File: config.mk
export PLATFORM = sky130hd
export DESIGN_NAME = differential_drive_odometry
export DESIGN_NICKNAME = d
export VERILOG_FILES = /design/src/hw/rtl/ddo_pkg.sv /design/src/hw/rtl/ddo_mul.sv /design/src/hw/rtl/ddo_cordic.sv /design/src/hw/rtl/differential_drive_odometry.sv
export SDC_FILE = /design/constraint.sdc
export NUM_CORES = 2
export LEC_CHECK = 0
export BUFFER_PORTS_ARGS = -buffer_cell sky130_fd_sc_hd__buf_2
export CAP_MARGIN = 20
export CORE_MARGIN = 8
export CORE_UTILIZATION = 55
export DETAILED_ROUTE_END_ITERATION = 10
export GPL_ROUTABILITY_DRIVEN = 0
export PLACE_DENSITY = 0.71
export SYNTH_ARGS = -nofsm -noshare
export SYNTH_HDL_FRONTEND = slang
export SYNTH_SLANG_ARGS = --single-unit
File: constraint.sdc
create_clock -name i_clk -period 13.9 [get_ports i_clk]
set_clock_uncertainty 0.1 [all_clocks]
set_input_delay 0.695 -clock i_clk [delete_from_list [all_inputs] [get_ports i_clk]]
set_output_delay 0.695 -clock i_clk [all_outputs]
set_load 0.005 [all_outputs]
File: src/hw/rtl/ddo_pkg.sv
package ddo_pkg;

    localparam int SCALE_W      = 20;
    localparam int OP_W         = 2;
    localparam int ANGLE_W      = 32;
    localparam int CORDIC_W     = 33;
    localparam int CORDIC_STEPS = 24;
    localparam int ITER_W       = $clog2(CORDIC_STEPS);
    localparam int TRIG_SHIFT   = 8;
    localparam int TRIG_W       = CORDIC_W - TRIG_SHIFT;
    localparam int MUL_W        = TRIG_W;
    localparam int PROD_W       = 2 * MUL_W;
    localparam int DIST_LO_W    = 24;
    localparam int TURN_SHIFT   = 16;
    localparam int DELTA_SHIFT  = 38;

    localparam logic [SCALE_W-1:0] TURN_SCALE_RESET = 20'd159661;
    localparam logic [SCALE_W-1:0] DIST_SCALE_RESET = 20'd127136;
    localparam logic signed [CORDIC_W-1:0] CORDIC_GAIN = 33'sd652032874;
    localparam logic [ANGLE_W-1:0] QUARTER_TURN = 32'h4000_0000;

    localparam logic [OP_W-1:0] OP_ADVANCE = 2'd0;
    localparam logic [OP_W-1:0] OP_RETRACT = 2'd1;
    localparam logic [OP_W-1:0] OP_HEADING = 2'd2;

    localparam logic CFG_TURN_SCALE = 1'b0;
    localparam logic CFG_DIST_SCALE = 1'b1;

    typedef enum logic [3:0] {
        ST_IDLE,
        ST_TURN,
        ST_HEAD,
        ST_DIST,
        ST_ROT,
        ST_XLO,
        ST_XHI,
        ST_XACC,
        ST_XUPD,
        ST_YLO,
        ST_YHI,
        ST_YACC,
        ST_YUPD,
        ST_OUT
    } t_state;

    // Arctangent of 2^-i as a fraction of a full turn, 2^32 per turn.
    function automatic logic [ANGLE_W-1:0] atan_angle(input logic [ITER_W-1:0] idx);
        logic [ANGLE_W-1:0] v;
        case (idx)
            5'd0:    v = 32'h2000_0000;
            5'd1:    v = 32'h12E4_051D;
            5'd2:    v = 32'h09FB_385B;
            5'd3:    v = 32'h0511_11D4;
            5'd4:    v = 32'h028B_0D43;
            5'd5:    v = 32'h0145_D7E1;
            5'd6:    v = 32'h00A2_F61E;
            5'd7:    v = 32'h0051_7C55;
            5'd8:    v = 32'h0028_BE53;
            5'd9:    v = 32'h0014_5F2E;
            5'd10:   v = 32'h000A_2F98;
            5'd11:   v = 32'h0005_17CC;
            5'd12:   v = 32'h0002_8BE6;
            5'd13:   v = 32'h0001_45F3;
            5'd14:   v = 32'h0000_A2F9;
            5'd15:   v = 32'h0000_517C;
            5'd16:   v = 32'h0000_28BE;
            5'd17:   v = 32'h0000_145F;
            5'd18:   v = 32'h0000_0A2F;
            5'd19:   v = 32'h0000_0517;
            5'd20:   v = 32'h0000_028B;
            5'd21:   v = 32'h0000_0145;
            5'd22:   v = 32'h0000_00A2;
            5'd23:   v = 32'h0000_0051;
            default: v = '0;
        endcase
        return v;
    endfunction

endpackage

File: src/hw/rtl/ddo_mul.sv
module ddo_mul (
    input  logic                                i_clk,
    input  logic signed [ddo_pkg::MUL_W-1:0]    i_a,
    input  logic signed [ddo_pkg::MUL_W-1:0]    i_b,
    output logic signed [ddo_pkg::PROD_W-1:0]   o_p
);
    import ddo_pkg::*;

    logic signed [PROD_W-1:0] r_p;

    always_ff @(posedge i_clk) begin
        r_p <= i_a * i_b;
    end

    assign o_p = r_p;

endmodule

File: src/hw/rtl/ddo_cordic.sv
module ddo_cordic #(
    parameter int HEADING_BITS = 16
) (
    input  logic                                i_clk,
    input  logic                                i_rst_n,
    input  logic                                i_start,
    input  logic [HEADING_BITS-1:0]             i_heading,
    output logic                                o_done,
    output logic signed [ddo_pkg::TRIG_W-1:0]   o_cos,
    output logic signed [ddo_pkg::TRIG_W-1:0]   o_sin
);
    import ddo_pkg::*;

    logic                       r_busy;
    logic                       r_done;
    logic [ITER_W-1:0]          r_iter;
    logic signed [CORDIC_W-1:0] r_x;
    logic signed [CORDIC_W-1:0] r_y;
    logic signed [CORDIC_W-1:0] r_z;
    logic                       r_flip;

    logic [ANGLE_W-1:0]         angle;
    logic [ANGLE_W-1:0]         angle_q;
    logic                       flip;
    logic [ANGLE_W-1:0]         angle_r;
    logic signed [CORDIC_W-1:0] dx;
    logic signed [CORDIC_W-1:0] dy;
    logic signed [CORDIC_W-1:0] da;
    logic signed [CORDIC_W-1:0] x_out;
    logic signed [CORDIC_W-1:0] y_out;

    // Headings in the left half plane are turned by half a turn so that the
    // rotation starts within its range of convergence.
    always_comb begin
        angle   = ANGLE_W'(i_heading) << (ANGLE_W - HEADING_BITS);
        angle_q = angle + QUARTER_TURN;
        flip    = angle_q[ANGLE_W-1];
        angle_r = {angle[ANGLE_W-1] ^ flip, angle[ANGLE_W-2:0]};
    end

    always_comb begin
        dx = r_y >>> r_iter;
        dy = r_x >>> r_iter;
        da = CORDIC_W'(atan_angle(r_iter));
    end

    always_ff @(posedge i_clk) begin
        if (!i_rst_n) begin
            r_busy <= 1'b0;
            r_done <= 1'b0;
            r_iter <= '0;
        end else begin
            r_done <= 1'b0;
            if (i_start) begin
                r_busy <= 1'b1;
                r_iter <= '0;
            end else if (r_busy) begin
                r_iter <= r_iter + 1'b1;
                if (r_iter == ITER_W'(CORDIC_STEPS - 1)) begin
                    r_busy <= 1'b0;
                    r_done <= 1'b1;
                end
            end
        end
    end

    always_ff @(posedge i_clk) begin
        if (i_start) begin
            r_x    <= CORDIC_GAIN;
            r_y    <= '0;
            r_z    <= CORDIC_W'(signed'(angle_r));
            r_flip <= flip;
        end else if (r_busy) begin
            if (!r_z[CORDIC_W-1]) begin
                r_x <= r_x - dx;
                r_y <= r_y + dy;
                r_z <= r_z - da;
            end else begin
                r_x <= r_x + dx;
                r_y <= r_y - dy;
                r_z <= r_z + da;
            end
        end
    end

    always_comb begin
        x_out = r_flip ? -r_x : r_x;
        y_out = r_flip ? -r_y : r_y;
    end

    assign o_done = r_done;
    assign o_cos  = x_out[CORDIC_W-1:TRIG_SHIFT];
    assign o_sin  = y_out[CORDIC_W-1:TRIG_SHIFT];

endmodule

File: src/hw/rtl/differential_drive_odometry.sv
// For the two position modes, the result follows an input transfer through the 24 rotations
// of the CORDIC unit and its done strobe, six passes through the shared multiplier and the two
// position updates; a heading-only update skips the rotation and the position steps. One item
// is processed at a time. Synchronous active-low reset clears the pose, loads the default
// scale factors and empties the output.
module differential_drive_odometry #(
    parameter int HEADING_BITS  = 16,
    parameter int POSITION_BITS = 32,
    parameter int TICK_BITS     = 16
) (
    input  logic                                         i_clk,
    input  logic                                         i_rst_n,
    input  logic                                         i_cfg_we,
    input  logic                                         i_cfg_index,
    input  logic [ddo_pkg::SCALE_W-1:0]                  i_cfg_data,
    input  logic                                         i_s_axis_tvalid,
    output logic                                         o_s_axis_tready,
    // left_ticks, right_ticks
    input  logic [((2*TICK_BITS+7)/8)*8-1:0]             i_s_axis_tdata,
    // operation
    input  logic [ddo_pkg::OP_W-1:0]                     i_s_axis_tuser,
    output logic                                         o_m_axis_tvalid,
    input  logic                                         i_m_axis_tready,
    // x_position, y_position, heading
    output logic [((2*POSITION_BITS+HEADING_BITS+7)/8)*8-1:0] o_m_axis_tdata
);
    import ddo_pkg::*;

    localparam int OUT_W  = ((2 * POSITION_BITS + HEADING_BITS + 7) / 8) * 8;
    localparam int SUM_W  = TICK_BITS + 1;
    localparam int DIST_W = TICK_BITS + SCALE_W + 2;
    localparam int HI_W   = DIST_W - DIST_LO_W;
    localparam int ACC_W  = DIST_W + TRIG_W;
    localparam int DEL_W  = ACC_W - DELTA_SHIFT;
    localparam int UPD_W  = ((POSITION_BITS > DEL_W) ? POSITION_BITS : DEL_W) + 2;

    localparam logic signed [ACC_W-1:0] DELTA_ROUND =
        {{(ACC_W - DELTA_SHIFT){1'b0}}, 1'b1, {(DELTA_SHIFT - 1){1'b0}}};
    localparam logic signed [PROD_W-1:0] TURN_ROUND = PROD_W'(32'sd32768);

    t_state r_state;
    t_state n_state;

    logic [SCALE_W-1:0]              r_turn_scale;
    logic [SCALE_W-1:0]              r_dist_scale;
    logic signed [SUM_W-1:0]         r_sum;
    logic signed [SUM_W-1:0]         r_diff;
    logic [OP_W-1:0]                 r_op;
    logic signed [DIST_W-1:0]        r_dist;
    logic signed [ACC_W-1:0]         r_acc;
    logic signed [POSITION_BITS-1:0] r_pos_x;
    logic signed [POSITION_BITS-1:0] r_pos_y;
    logic [HEADING_BITS-1:0]         r_heading;
    logic                            r_m_valid;
    logic [OUT_W-1:0]                r_m_tdata;

    logic                            accept;
    logic                            move;
    logic                            out_load;
    logic                            cordic_start;
    logic                            cordic_done;
    logic signed [TRIG_W-1:0]        trig_cos;
    logic signed [TRIG_W-1:0]        trig_sin;
    logic signed [MUL_W-1:0]         mul_a;
    logic signed [MUL_W-1:0]         mul_b;
    logic signed [PROD_W-1:0]        prod;
    logic signed [TICK_BITS-1:0]     left_ticks;
    logic signed [TICK_BITS-1:0]     right_ticks;
    logic signed [HI_W-1:0]          dist_hi;
    logic signed [PROD_W-1:0]        turn_sum;
    logic signed [DEL_W-1:0]         delta;
    logic                            upd_y;
    logic                            upd_sub;
    logic signed [POSITION_BITS-1:0] upd_pos;
    logic signed [UPD_W-1:0]         upd_ext;
    logic signed [UPD_W-1:0]         upd_sum;
    logic                            upd_ovf;
    logic signed [POSITION_BITS-1:0] upd_sat;

    assign accept      = i_s_axis_tvalid && o_s_axis_tready;
    assign left_ticks  = i_s_axis_tdata[TICK_BITS-1:0];
    assign right_ticks = i_s_axis_tdata[2*TICK_BITS-1:TICK_BITS];
    assign move        = (r_op == OP_ADVANCE) || (r_op == OP_RETRACT);
    assign dist_hi     = r_dist[DIST_W-1:DIST_LO_W];
    assign turn_sum    = prod + TURN_ROUND;
    assign delta       = r_acc[ACC_W-1:DELTA_SHIFT];

    ddo_mul u_mul (
        .i_clk (i_clk),
        .i_a   (mul_a),
        .i_b   (mul_b),
        .o_p   (prod)
    );

    ddo_cordic #(
        .HEADING_BITS (HEADING_BITS)
    ) u_cordic (
        .i_clk     (i_clk),
        .i_rst_n   (i_rst_n),
        .i_start   (cordic_start),
        .i_heading (r_heading),
        .o_done    (cordic_done),
        .o_cos     (trig_cos),
        .o_sin     (trig_sin)
    );

    always_comb begin
        n_state = r_state;
        unique case (r_state)
            ST_IDLE: if (accept) n_state = ST_TURN;
            ST_TURN: n_state = ST_HEAD;
            ST_HEAD: n_state = move ? ST_DIST : ST_OUT;
            ST_DIST: n_state = ST_ROT;
            ST_ROT:  if (cordic_done) n_state = ST_XLO;
            ST_XLO:  n_state = ST_XHI;
            ST_XHI:  n_state = ST_XACC;
            ST_XACC: n_state = ST_XUPD;
            ST_XUPD: n_state = ST_YLO;
            ST_YLO:  n_state = ST_YHI;
            ST_YHI:  n_state = ST_YACC;
            ST_YACC: n_state = ST_YUPD;
            ST_YUPD: n_state = ST_OUT;
            ST_OUT:  if (out_load) n_state = ST_IDLE;
            default: n_state = ST_IDLE;
        endcase
    end

    // Operand selection for the shared multiplier and strobes for each step.
    always_comb begin
        o_s_axis_tready = 1'b0;
        cordic_start    = 1'b0;
        out_load        = 1'b0;
        upd_y           = 1'b0;
        mul_a           = '0;
        mul_b           = '0;
        unique case (r_state)
            ST_IDLE: o_s_axis_tready = 1'b1;
            ST_TURN: begin
                mul_a = MUL_W'(r_diff);
                mul_b = MUL_W'(r_turn_scale);
            end
            ST_HEAD: begin
                mul_a = MUL_W'(r_sum);
                mul_b = MUL_W'(r_dist_scale);
            end
            ST_DIST: cordic_start = 1'b1;
            ST_XLO: begin
                mul_a = MUL_W'(r_dist[DIST_LO_W-1:0]);
                mul_b = trig_cos;
            end
            ST_XHI: begin
                mul_a = MUL_W'(dist_hi);
                mul_b = trig_cos;
            end
            ST_YLO: begin
                mul_a = MUL_W'(r_dist[DIST_LO_W-1:0]);
                mul_b = trig_sin;
            end
            ST_YHI: begin
                mul_a = MUL_W'(dist_hi);
                mul_b = trig_sin;
            end
            ST_YUPD: upd_y = 1'b1;
            ST_OUT:  out_load = !r_m_valid || i_m_axis_tready;
            default: ;
        endcase
    end

    // The y axis takes the negated sine, so its sense of addition is reversed.
    always_comb begin
        upd_sub = (r_op == OP_RETRACT) ^ upd_y;
        upd_pos = upd_y ? r_pos_y : r_pos_x;
        upd_ext = UPD_W'(delta);
        upd_sum = UPD_W'(upd_pos) + (upd_sub ? -upd_ext : upd_ext);
        upd_ovf = !((&upd_sum[UPD_W-1:POSITION_BITS-1]) || !(|upd_sum[UPD_W-1:POSITION_BITS-1]));
        if (upd_ovf) begin
            upd_sat = upd_sum[UPD_W-1] ? {1'b1, {(POSITION_BITS - 1){1'b0}}}
                                       : {1'b0, {(POSITION_BITS - 1){1'b1}}};
        end else begin
            upd_sat = upd_sum[POSITION_BITS-1:0];
        end
    end

    always_ff @(posedge i_clk) begin
        if (!i_rst_n) begin
            r_state      <= ST_IDLE;
            r_turn_scale <= TURN_SCALE_RESET;
            r_dist_scale <= DIST_SCALE_RESET;
            r_pos_x      <= '0;
            r_pos_y      <= '0;
            r_heading    <= '0;
            r_m_valid    <= 1'b0;
        end else begin
            r_state <= n_state;
            if (i_cfg_we) begin
                unique case (i_cfg_index)
                    CFG_TURN_SCALE: r_turn_scale <= i_cfg_data;
                    CFG_DIST_SCALE: r_dist_scale <= i_cfg_data;
                    default: ;
                endcase
            end
            if (r_state == ST_HEAD) begin
                r_heading <= r_heading + turn_sum[HEADING_BITS+TURN_SHIFT-1:TURN_SHIFT];
            end
            if (r_state == ST_XUPD) begin
                r_pos_x <= upd_sat;
            end
            if (r_state == ST_YUPD) begin
                r_pos_y <= upd_sat;
            end
            if (out_load) begin
                r_m_valid <= 1'b1;
            end else if (i_m_axis_tready) begin
                r_m_valid <= 1'b0;
            end
        end
    end

    always_ff @(posedge i_clk) begin
        if (accept) begin
            r_sum  <= SUM_W'(left_ticks) + SUM_W'(right_ticks);
            r_diff <= SUM_W'(left_ticks) - SUM_W'(right_ticks);
            r_op   <= i_s_axis_tuser;
        end
        if (r_state == ST_DIST) begin
            r_dist <= prod[DIST_W-1:0];
        end
        if (r_state == ST_XHI || r_state == ST_YHI) begin
            r_acc <= ACC_W'(prod) + DELTA_ROUND;
        end
        if (r_state == ST_XACC || r_state == ST_YACC) begin
            r_acc <= r_acc + (ACC_W'(prod) <<< DIST_LO_W);
        end
        if (out_load) begin
            r_m_tdata <= OUT_W'({r_heading, r_pos_y, r_pos_x});
        end
    end

    assign o_m_axis_tvalid = r_m_valid;
    assign o_m_axis_tdata  = r_m_tdata;

    a_busy_after_accept: assert property (
        @(posedge i_clk) disable iff (!i_rst_n) accept |=> !o_s_axis_tready
    ) else $error("input accepted again while an item is in progress");

    a_heading_only_skips: assert property (
        @(posedge i_clk) disable iff (!i_rst_n)
        (r_state == ST_HEAD && !move) |=> (r_state == ST_OUT)
    ) else $error("heading-only item did not go straight to the result");

    a_cordic_done_in_rot: assert property (
        @(posedge i_clk) disable iff (!i_rst_n) cordic_done |-> (r_state == ST_ROT)
    ) else $error("rotation finished outside its waiting state");

    a_heading_held: assert property (
        @(posedge i_clk) disable iff (!i_rst_n) (r_state != ST_HEAD) |=> $stable(r_heading)
    ) else $error("heading changed outside its update step");

    a_pos_x_held: assert property (
        @(posedge i_clk) disable iff (!i_rst_n) (r_state != ST_XUPD) |=> $stable(r_pos_x)
    ) else $error("x position changed outside its update step");

endmodule

==> results.py <==
metrics = {
    "timing": {
        "drv_slew": 0,
        "grt_setup_unrepaired": "no",
        "maxSlewHeadroom_pct": 16.90,
        "worst_slack_ns": 2.673,
        "min_period_ns": 11.23,
        "fin_hold_ws_ns": 0.1271,
        "hold_viol": 0,
        "post-route-period-util_pct": 80.77,
        "clock.fmax_mhz": 89.07,
        "worst_pin_slew_ns": 1.245,
        "final-setup-viol-count": 0,
        "tns_ns": 0,
    },
    "clock_network": {
        "cts_setup_buffers": 0,
        "root_buffer": "clkbuf_16",
        "clock_sinks": 504,
        "postCtsResizedCells": 0,
        "h-tree-depth": 2,
        "numCtsBuffers": 58,
        "cts_hold_buf": 0,
        "cts_tree": "built",
        "clk_path_buf_depth": 3,
        "clk_pin_slew_ns": 0.06,
        "insertion_delay_ns": 0.71,
    },
    "setup_path": {
        "path_class": "flip-flop to flip-flop",
        "cp_max_fo": 12,
        "max_stage_delay_ns": 0.83,
        "r2r_end": "u_mul.o_p[46]",
        "cp.required_ns": 14.36,
        "worstSetupStartpointType": "flip-flop",
        "r2r_slack_ns": 2.67,
        "r2r-start": "u_cordic.r_x[1]",
        "arrival_ns": 11.69,
        "reg2reg_depth": 37,
        "worst_path_max_delay_cell": "nor2_1",
        "crit_top_cell": "fa_1",
        "crit_family": "simple AND/OR/NAND/NOR gates",
        "critPathCaptureType": "flip-flop",
        "path_depth": 37,
        "path_buf_inv": 7,
    },
    "worst_hold_path": {
        "hold_depth": 1,
        "hp-start": "i_s_axis_tuser[1]",
        "hold-path-endpoint": "r_op[1]",
        "hold_class": "input pin to flip-flop",
    },
    "logic_synthesis": {
        "synth_ff_type": "dfxtp_1",
        "synth_edf_count": 210,
        "synth-async-reset-ratio_pct": 0,
        "syn_inst": 6738,
        "ys_top_cells_by_area": "fa_1, edfxtp_1, dfxtp_1",
        "synth_seq_area_share_pct": 20.68,
        "ys_types": 95,
        "netlist.area_leader.share_pct": 22.62,
        "yosysMostFrequentCell": "nand2_1",
        "synth_warnings": 0,
        "synthTopCellsByCount": "nand2_1, inv_1, fa_1",
        "syn_area_um2": 58940,
        "synth_fp_nets": 7832,
        "synth-seq-cells": 504,
        "synth_area_leader_cell": "fa_1",
        "syn_area_per_cell_um2": 8.748,
    },
    "placement": {
        "dp_slack_ns": 2.865,
        "dp_hpwl_um": 135200,
        "portBuffers": 141,
    },
    "routing": {
        "finalWirelength_um": 176300,
        "drtIter0Drc": 5272,
        "dr.pass1.iters": 9,
        "wire_per_inst_um": 21.67,
        "antenna_left": 0,
        "avgViaCountPerCell": 6.113,
        "vias": 49739,
        "drc": 0,
    },
    "grt": {
        "first_global_vias": 48280,
        "grt_max_degree": 86,
        "grt_first_pass_wirelength_um": 275300,
        "track_usage_pct": 29.41,
        "antenna_found_initial": 5,
        "gr-total-overflow": 0,
    },
    "power_and_ir_drop": {
        "p_leak_nw": 28.79,
        "vdd_drop_max_v": 0.0001020,
        "powerDensity_nw_per_um2": 135.0,
    },
    "outcome": {
        "status": "completed",
    },
    "die": {
        "row_count": 120,
        "core_um2": 106800,
        "die_h_um": 343.4,
        "die_w_um": 343.4,
        "ios": 142,
        "initial_core_util_pct": 55.22,
        "die_area_um2": 117900,
    },
    "flow_run": {
        "drv_cap": 0,
    },
    "final_layout": {
        "nNetsFinal": 7776,
        "areaGrowthSynthToFinish_pct": 6.746,
        "final_layout_size_suffix_gt1_share_pct": 8.051,
    },
}
[cell usage in the layout (no fill, tap or decap), types with 25 or more instances in the layout]
| cell type | netlist | layout |
|---|---|---|
| or2_2 | 30 | 30 |
| xor2_1 | 183 | 183 |
| o21bai_1 | 41 | 41 |
| edfxtp_1 | 210 | 210 |
| nor2b_1 | 36 | 35 |
| o31ai_1 | 29 | 29 |
| nand4_1 | 47 | 47 |
| o21ai_0 | 341 | 341 |
| a211oi_1 | 46 | 46 |
| nand2b_1 | 71 | 71 |
| dfxtp_1 | 294 | 290 |
| nor4_1 | 31 | 31 |
| and3_1 | 42 | 42 |
| a21oi_1 | 419 | 412 |
| a22oi_1 | 32 | 32 |
| mux4_2 | 75 | 75 |
| fa_1 | 666 | 666 |
| mux2i_1 | 106 | 106 |
| ha_1 | 368 | 368 |
| or3_1 | 25 | 25 |
| nor2_1 | 598 | 597 |
| xnor2_1 | 246 | 246 |
| buf_2 | 27 | 141 |
| o21a_1 | 33 | 33 |
| inv_1 | 818 | 817 |
| a31oi_1 | 43 | 43 |
| and2_1 | 55 | 53 |
| nand3_1 | 100 | 100 |
| mux2_2 | 32 | 32 |
| clkbuf_16 | 0 | 60 |
| nand2_1 | 885 | 884 |
| nor3_1 | 76 | 71 |
| a21o_1 | 107 | 107 |
| buf_4 | 1 | 82 |
[flip-flops by register name, summed over array words and instances (netlist names), 20 cells and up]
register,count
o_m_axis_tdata,80
r_dist_scale,20
u_mul.o_p,50
u_cordic.r_z,33
r_acc,39
u_cordic.r_x,33
r_turn_scale,20
r_pos_x,32
u_cordic.r_y,33
r_dist,38
u_cordic.da,30
r_pos_y,32
[through the flow]
step / std cells / utilization, % / power (mW) / instance area (µm²)
6_report: 8137 / 58.94 / 8.495 / 62920
5_1_grt: 8137 / 58.94 / 9.018 / 62920
4_1_cts: 8128 / 58.84 / 8.407 / 62810
3_5_place_dp: 8018 / 56.97 / 6.742 / 60810
3_3_place_gp: 8017 / 56.95 / 6.666 / 60800
2_1_floorplan: 6738 / - / 5.482 / 58940
[where the power goes]
part | total [mW] | leakage (nW) | internal, mW | switching [mW]
clock | 1.62 | 0.973 | 0.918 | 0.705
combinational | 4.66 | 23.4 | 1.89 | 2.77
sequential | 2.21 | 4.39 | 1.78 | 0.433
total | 8.50 | 28.8 | 4.58 | 3.91
[worst max-delay path by stage]
stage                               end  slack [ns]            start
after global placement    u_mul.o_p[48]        3.06  u_cordic.r_y[1]
after CTS                 u_mul.o_p[46]        2.80  u_cordic.r_x[1]
after global routing      u_mul.o_p[48]        2.07  u_cordic.r_x[1]
after floorplan           u_mul.o_p[46]        4.22  u_cordic.r_x[1]
after detailed placement  u_mul.o_p[46]        2.86  u_cordic.r_x[1]
final                     u_mul.o_p[46]        2.67  u_cordic.r_x[1]
[cell type report]
type,instances,area (µm²)
sequential,504,12200
timing repair buffer,231,1443
fill,9308,43830
inverter,824,3095
multi-input combinational,5063,42420
antenna,2,5.005
clock buffer,77,1645
clock inverter,33,351.6
tap,1403,1755
[kinds of logic (layout without fill, tap and decap cells)]
logic type               after synthesis  count (layout)  share of synthesized area (%)
AND/OR/NAND/NOR                     2078            2078                          15.69
AO/OA/AOI/OAI                       1309            1309                          13.83
buffers and inverters               1171            1165                          7.718
adder cells (fa/ha/maj)             1034            1034                          30.43
flip-flops                           504             504                          20.68
XOR/XNOR                             429             429                          6.374
multiplexers                         213             213                          5.277
other                                  0               2                              0
[metal layers]
metal	share of wire (%)	wire length, µm	track usage (%)
met3	9.8	17250	6.475
met1	40	70890	39.29
met4	5.6	9867	14.05
met5	0.0074	13	0
met2	44	78270	45.47
No activity file was read; power rests on OpenSTA's default activity.
